===== src/rtl/spjq_pkg.sv =====
// Package for the stable priority job queue.
// Holds the cell entry and command types and the status codes.
// No dependencies.
package spjq_pkg;

  localparam int KEY_W  = 16;
  localparam int JOB_W  = 16;
  localparam int STAT_W = 2;
  localparam int OCC_W  = 5;

  // Result status codes.
  localparam logic [STAT_W-1:0] STAT_OK        = 2'd0;
  localparam logic [STAT_W-1:0] STAT_UNDERFLOW = 2'd1;
  localparam logic [STAT_W-1:0] STAT_FULL      = 2'd2;

  // Input mode codes.
  localparam logic MODE_INSERT = 1'b0;
  localparam logic MODE_REMOVE = 1'b1;

  // One queue slot.
  typedef struct packed {
    logic             valid;
    logic [KEY_W-1:0] key;
    logic [JOB_W-1:0] job;
  } entry_t;

  // Command broadcast to every cell.
  typedef struct packed {
    logic             en;
    logic             remove;
    logic [KEY_W-1:0] key;
    logic [JOB_W-1:0] job;
  } cmd_t;

endpackage


===== src/rtl/spjq_cell.sv =====
// One slot of the sorted chain: holds an entry and shifts with its neighbors.
// Depends on spjq_pkg.
module spjq_cell (
  input  logic           clk,
  input  logic           rst_n,
  input  spjq_pkg::cmd_t cmd_i,
  input  spjq_pkg::entry_t left_i,
  input  logic           left_gt_i,
  input  spjq_pkg::entry_t right_i,
  output spjq_pkg::entry_t ent_o,
  output logic           gt_o
);

  spjq_pkg::entry_t ent_r;
  spjq_pkg::entry_t ent_nxt;

  // An empty slot counts as greater, so a job with no greater key lands at the first free slot.
  assign gt_o  = !ent_r.valid || (ent_r.key > cmd_i.key);
  assign ent_o = ent_r;

  // Removal shifts toward the front; insert shifts greater entries back by one.
  always_comb begin
    ent_nxt = ent_r;
    if (cmd_i.en) begin
      if (cmd_i.remove) begin
        ent_nxt = right_i;
      end else if (gt_o) begin
        if (!left_gt_i) begin
          ent_nxt.valid = 1'b1;
          ent_nxt.key   = cmd_i.key;
          ent_nxt.job   = cmd_i.job;
        end else begin
          ent_nxt = left_i;
        end
      end
    end
  end

  // Only the valid bit is reset; key and job follow it.
  always_ff @(posedge clk) begin
    if (!rst_n) begin
      ent_r.valid <= 1'b0;
    end else begin
      ent_r.valid <= ent_nxt.valid;
    end
    ent_r.key <= ent_nxt.key;
    ent_r.job <= ent_nxt.job;
  end

endmodule


===== src/rtl/stable_priority_job_queue.sv =====
// Stable priority job queue: one insert or removal is accepted every cycle that
// in_ready is high and gives one result beat, registered, on the cycle after
// acceptance. Jobs sit in a row of CAPACITY cells kept in ascending key order,
// equal keys in arrival order; every cell compares its key with the broadcast
// key of an insert, and that 16-bit compare plus the neighbor select sets the
// cycle path. An insert into a full queue and a removal from an empty one leave
// the queue unchanged and are flagged in status. Occupancy is the count after
// the item, low 5 bits. Depends on spjq_pkg and spjq_cell.
module stable_priority_job_queue #(
  parameter int CAPACITY = 16
) (
  input  logic        clk,
  input  logic        rst_n,
  input  logic        in_valid,
  output logic        in_ready,
  input  logic        in_mode,
  input  logic [15:0] in_job_id,
  input  logic [15:0] in_time_key,
  output logic        out_valid,
  input  logic        out_ready,
  output logic [15:0] out_removed_job,
  output logic [15:0] out_removed_key,
  output logic [1:0]  out_status,
  output logic [4:0]  out_occupancy
);

  localparam int CNT_W = $clog2(CAPACITY + 1);

  spjq_pkg::cmd_t   cmd;
  spjq_pkg::entry_t ents [CAPACITY];
  logic             gts  [CAPACITY];
  spjq_pkg::entry_t empty_ent;

  logic [CNT_W-1:0] count_r, count_nxt;
  logic             out_valid_r;
  logic [15:0]      rjob_r, rjob_nxt;
  logic [15:0]      rkey_r, rkey_nxt;
  logic [1:0]       stat_r, stat_nxt;
  logic [CNT_W+4:0] occ_r;

  logic accept, is_full, is_empty;

  // A new beat is taken whenever the output register is free or draining.
  assign in_ready = !out_valid_r || out_ready;
  assign accept   = in_valid && in_ready;
  assign is_full  = (count_r == CNT_W'(CAPACITY));
  assign is_empty = (count_r == '0);

  assign empty_ent = '0;

  // Broadcast command; blocked items do not touch the cells.
  always_comb begin
    cmd.remove = (in_mode == spjq_pkg::MODE_REMOVE);
    cmd.key    = in_time_key;
    cmd.job    = in_job_id;
    cmd.en     = accept && (cmd.remove ? !is_empty : !is_full);
  end

  // The row of cells, each linked to its two neighbors.
  for (genvar i = 0; i < CAPACITY; i++) begin : g_cell
    spjq_cell u_cell (
      .clk       (clk),
      .rst_n     (rst_n),
      .cmd_i     (cmd),
      .left_i    ((i == 0) ? empty_ent : ents[(i == 0) ? 0 : i - 1]),
      .left_gt_i ((i == 0) ? 1'b0 : gts[(i == 0) ? 0 : i - 1]),
      .right_i   ((i == CAPACITY - 1) ? empty_ent
                                      : ents[(i == CAPACITY - 1) ? i : i + 1]),
      .ent_o     (ents[i]),
      .gt_o      (gts[i])
    );
  end

  // Next count and result fields.
  always_comb begin
    count_nxt = count_r;
    rjob_nxt  = '0;
    rkey_nxt  = '0;
    stat_nxt  = spjq_pkg::STAT_OK;
    if (cmd.remove) begin
      if (is_empty) begin
        stat_nxt = spjq_pkg::STAT_UNDERFLOW;
      end else begin
        rjob_nxt  = ents[0].job;
        rkey_nxt  = ents[0].key;
        count_nxt = count_r - 1'b1;
      end
    end else begin
      if (is_full) begin
        stat_nxt = spjq_pkg::STAT_FULL;
      end else begin
        count_nxt = count_r + 1'b1;
      end
    end
  end

  // Control registers.
  always_ff @(posedge clk) begin
    if (!rst_n) begin
      count_r     <= '0;
      out_valid_r <= 1'b0;
    end else begin
      if (accept) begin
        count_r <= count_nxt;
      end
      if (accept) begin
        out_valid_r <= 1'b1;
      end else if (out_ready) begin
        out_valid_r <= 1'b0;
      end
    end
  end

  // Result payload register.
  always_ff @(posedge clk) begin
    if (accept) begin
      rjob_r <= rjob_nxt;
      rkey_r <= rkey_nxt;
      stat_r <= stat_nxt;
      occ_r  <= {5'b0, count_nxt};
    end
  end

  assign out_valid       = out_valid_r;
  assign out_removed_job = rjob_r;
  assign out_removed_key = rkey_r;
  assign out_status      = stat_r;
  assign out_occupancy   = occ_r[4:0];

endmodule


===== config.mk =====
export PLATFORM = sky130hd
export DESIGN_NAME = stable_priority_job_queue
export DESIGN_NICKNAME = d
export VERILOG_FILES = /design/src/rtl/spjq_pkg.sv /design/src/rtl/spjq_cell.sv /design/src/rtl/stable_priority_job_queue.sv
export SDC_FILE = /design/constraint.sdc
export NUM_CORES = 1
export LEC_CHECK = 0
export ABC_AREA = 1
export BUFFER_PORTS_ARGS = -buffer_cell sky130_fd_sc_hd__buf_4
export CAP_MARGIN = 0
export CORE_UTILIZATION = 28
export DETAILED_ROUTE_END_ITERATION = 10
export GPL_TIMING_DRIVEN = 0
export PLACE_DENSITY_LB_ADDON = 0.15
export SYNTH_ARGS = -nofsm -noshare
export SYNTH_HDL_FRONTEND = slang
export SYNTH_HIERARCHICAL = 1
export SYNTH_SLANG_ARGS = --single-unit

===== constraint.sdc =====
create_clock -name clk -period 7.1 [get_ports clk]
set_clock_uncertainty 0.05 [all_clocks]
set_input_delay 1.42 -clock clk [delete_from_list [all_inputs] [get_ports clk]]
set_output_delay 1.42 -clock clk [all_outputs]
set_load 0.05 [all_outputs]

# Yosys cells after proc, flatten, opt, wreduce, memory -nomap -nowiden
# Index checks and enable logic that the tools add are counted.
# W data, S select, Z words.
[op_classes] n_addsub=2 n_lt_le_gt_ge=16 n_eq_ne=1 mux=56 n_bitwise=1 reduce_logical=73
[ops] operator="$mux W33" n=47
[ops] operator="$gt A16 B16 Y1" n=16
[ops] operator="$reduce_bool A2 Y1" n=17
[ops] operator="$reduce_and A2 Y1" n=16
[ops] operator="$logic_not A1 Y1" n=19
[ops] operator="$logic_or A1 B1 Y1" n=17
[ops] operator="$mux W5" n=3
[ops] operator="$add A5 B1 Y5 const B" n=1
[ops] operator="$eq A5 B5 Y1 const B" n=1
[ops] operator="$logic_not A5 Y1" n=1
[ops] operator="$sub A5 B1 Y5 const B" n=1
[ops] operator="$mux W1" n=4
[ops] operator="$mux W2" n=2
[ops] operator="$logic_and A1 B1 Y1" n=2
[ops] operator="$reduce_or A2 Y1" n=1
[ops] operator="$not A1 Y1" n=1
[word_totals] ff_bits=573 in_bits=37 output_inout_bits=41 wordCells=203

# Longest topological paths before layout
[depth] ltp_word=5 depth_mapped=20 depth_no_buf=20

# Modules after synthesis
# Netlist, hierarchy kept.
[by_module_without_submodules] module="spjq_cell (g_cell[0].u_cell ...)" instances=12 cells_each=244 area_per_inst_um2=2134.5 seq_area_each_um2=980.9
[by_module_without_submodules] module="spjq_cell (g_cell[6].u_cell ...)" instances=4 cells_each=245 area_per_inst_um2=2137.0 seq_area_each_um2=980.9
[by_module_without_submodules] module="stable_priority_job_queue" instances=1 cells_each=192 area_per_inst_um2=1970.6 seq_area_each_um2=1291.2

# Least setup slack after synthesis
# Ideal clock, no wire load.
[synth_path] path_kind="input to register" startpoint="input out_ready" endpoint="register g_cell[0].u_cell.ent_r (netlist bit g_cell[0].u_cell/ent_o[0]), enable pin" setup_time_ns=0.387 arrival_time_ns=4.350 required_ns=6.663 setup_slack_ns=2.314 stages=8 n_path_buf=0 cell_sequence="inv_1 -> nand2_1 -> nand2_1 -> clkinv_2 -> nand3_1 -> inv_1 -> nand2_1 -> inv_1"
[synth_rtl] item="start, declared" line_no="stable_priority_job_queue.sv:20" text="input logic out_ready,"
[synth_rtl] item="end, declared" line_no="spjq_cell.sv:14" text="spjq_pkg::entry_t ent_r;"

==> reports/qor.txt <==
Post-synthesis to final-layout area growth - 14.6%
Max Root-Sink Buffers - 3
Share of cells above drive strength 1 - 9.60%
Routed Wire Length - 102000 um
Clock insertion delay at the later pin of the skew report - 0.64 ns
Worst-case hold path end point - out_valid
Synthesized instance count - 4099
Antenna diode instance count - 0
Peak clock frequency supported by timing - 252 MHz
Initial antenna violation count - 0
Starting density of the core - 28.3%
Floorplan die area - 130000 um^2
Maximum resistive drop on vdd - 0.000137 V
Via count - 27500
Core Area - 128000 um^2
Worst hold slack - 0.488 ns
Max-capacitance violation count - 0
Drt drc - 0
Crit share post-route - 55.9%
Unrepaired setup endpoints after global routing - false
Max_slew headroom - 12.6%
Worst R2R End - g_cell[6].u_cell/ent_o[27]
Detail Placement HPWL - 81700 um
Avg Synthesized Cell Area - 8.81 um^2
Floorplan row count - 131
Most repeated library cell on the critical path - sky130_fd_sc_hd__nand2_1
Buffer cell driving the clock tree root - sky130_fd_sc_hd__clkbuf_16
Design area - 41400 um^2
Number of levels the H-tree was split into - 3
TritonCTS sink count - 573
Final net count - 4622
Global-route wire length before repair - 160000 um
PD cells - 244 nW/um^2
Status - completed
Worst-path maximum fanout - 46
Hold depth - 2
Mapped cell area - 36100 um^2
Antenna violation net count after detailed routing - 0
Number of global-route vias before repair - 28000
Final critical-path required period - 3.97 ns
Class of the tightest hold or removal check - reg -> reg
Number of pins with negative max-slew slack in the final report - 0
Count of buffers added by post-CTS timing repair for setup - 0
CTS clk-pin slew, worst paths - 0.06 ns
CP Capture Type - flop
Cts-stage hold buffer count - 0
Setup total negative slack - 0 ns
Sort of element at the start of the critical path - primary input
Critical path's slowest cell - sky130_fd_sc_hd__clkinv_2
Crit path arrival time - 4.29 ns
Worst setup path category - in -> reg
Highest cell delay on the worst timing path - 0.62 ns
Horiz. Die Dim - 361 um
Pin count of the biggest net entering global routing - 55
CTS buffer count - 70
TritonCTS clock tree - built
Placed Instance Area - 39100 um^2
Overall Global Routing Usage - 15.5%
Critical hold path startpoint - out_valid
Total overflow reported by the global router - 0
Register-to-Register Path Depth - 9
Top-Level Pins - 78
Transition time at the pin with the least slew margin - 1.31 ns
Ratio of routed vias to standard cells - 4.56
Number of detailed-routing iterations run before antenna repair - 5
Reported leakage power - 0.0170 uW
Die Height - 361 um
Worst endpoint required time - 7.42 ns
Cell-by-cell trace of the critical path - buf_4 > inv_1 > nand2_1 > nand2_1 > clkinv_2 > nand3_1 > inv_2 > buf_12 > nand2_1 > clkinv_1 > buf_16
Count of endpoints failing setup in the final report - 0
Number of synthesis warnings - 6
RR Startpoint - out_valid
Fill cell instance count of the final layout - 13500
Starting DRT DRC Count - 1764
Setup slack after layout - 3.13 ns
Routed length per instance - 16.9 um
Final RePlAce weighted congestion - 0.791
Worst slack, placed - 2.44 ns
Cts repair resizes - 0
Reg-to-reg setup timing slack - 3.72 ns
Buffers added on ports - 77
Final Hold Violating Endpoints - 0
## cell usage in the layout, fill, tap and decap left out, types with 15 or more instances in the layout
| cell | count |
|---|---|
| sky130_fd_sc_hd__a21o_1 | 16 |
| sky130_fd_sc_hd__a21oi_1 | 689 |
| sky130_fd_sc_hd__buf_1 | 16 |
| sky130_fd_sc_hd__buf_2 | 100 |
| sky130_fd_sc_hd__buf_4 | 102 |
| sky130_fd_sc_hd__buf_6 | 15 |
| sky130_fd_sc_hd__clkbuf_1 | 67 |
| sky130_fd_sc_hd__clkbuf_16 | 73 |
| sky130_fd_sc_hd__clkinv_1 | 18 |
| sky130_fd_sc_hd__conb_1 | 68 |
| sky130_fd_sc_hd__dfxtp_1 | 22 |
| sky130_fd_sc_hd__edfxtp_1 | 551 |
| sky130_fd_sc_hd__ha_1 | 258 |
| sky130_fd_sc_hd__inv_1 | 404 |
| sky130_fd_sc_hd__inv_2 | 27 |
| sky130_fd_sc_hd__nand2_1 | 858 |
| sky130_fd_sc_hd__nand2_2 | 16 |
| sky130_fd_sc_hd__nand3_1 | 42 |
| sky130_fd_sc_hd__nand3_2 | 34 |
| sky130_fd_sc_hd__nand4_1 | 23 |
| sky130_fd_sc_hd__nor2_1 | 427 |
| sky130_fd_sc_hd__nor3_2 | 16 |
| sky130_fd_sc_hd__o211ai_1 | 224 |
| sky130_fd_sc_hd__o21a_1 | 240 |
| sky130_fd_sc_hd__o21ai_0 | 17 |
## cell type report
class | instances | area [um^2] | share of cell area, %
multi-input cells | 2941 | 16500 | 39.8
inverters | 440 | 1660 | 4.00
well taps | 1662 | 2080 | 5.02
flip-flops and latches | 573 | 17000 | 41.0
repair buffers | 89 | 901 | 2.17
clock buffers | 98 | 1940 | 4.69
plain buffers | 212 | 1230 | 2.98
clock inverters | 21 | 118 | 0.284
## layer usage
metal,vias up,share of wire [%],routed length (um),track usage (%)
met3,127,3.2,3220,2.08
met1,12500,47,48400,20.5
met2,405,47,47900,26.5
met4,0,2.3,2390,3.94
met5,-,0,0,0
li1,14500,-,-,-
## power breakdown
group	internal [uW]	switching [uW]	total (uW)	leakage, uW
clock	1900	1460	3360	0.00100
sequential	4280	301	4580	0.00538
combinational	801	1380	2180	0.0106
## per-stage QoR
step                      power [uW]  instances  util, %
after global placement          6780       5905     30.5
after floorplan                 6070       4166        -
after global routing           10700       6036     32.4
after CTS                      10200       6025     32.2
final                          10100       6036     32.4
after detailed placement        6810       5906     30.6
## sequential cells by signal, indices dropped and copies added, names as in the netlist
signal and cells:
occ_r 5, g_cell.u_cell/ent_o 528, count_r 5, out_valid 1
out_removed_key 16, out_removed_job 16, out_status 2
## worst max-delay path, delay by kind of cell
kind	cells	cell delay, ns
and+or+nand+nor	4	0.75
buffers and inverters	7	2.06
## worst max-delay path by stage
stage | startpoint | to | slack [ns] | cells after the start
floorplan | out_ready | g_cell[0].u_cell/ent_o[0] | 2.31 | 8
finish | out_ready | g_cell[6].u_cell/ent_o[27] | 3.13 | 11
global placement | in_mode | g_cell[15].u_cell/ent_o[13] | 1.45 | 7
global route | out_ready | g_cell[15].u_cell/ent_o[13] | 2.92 | 11
detailed placement | in_mode | g_cell[15].u_cell/ent_o[9] | 2.44 | 8
CTS | in_mode | g_cell[15].u_cell/ent_o[26] | 3.12 | 8
No activity file was read; power rests on OpenSTA's default activity.
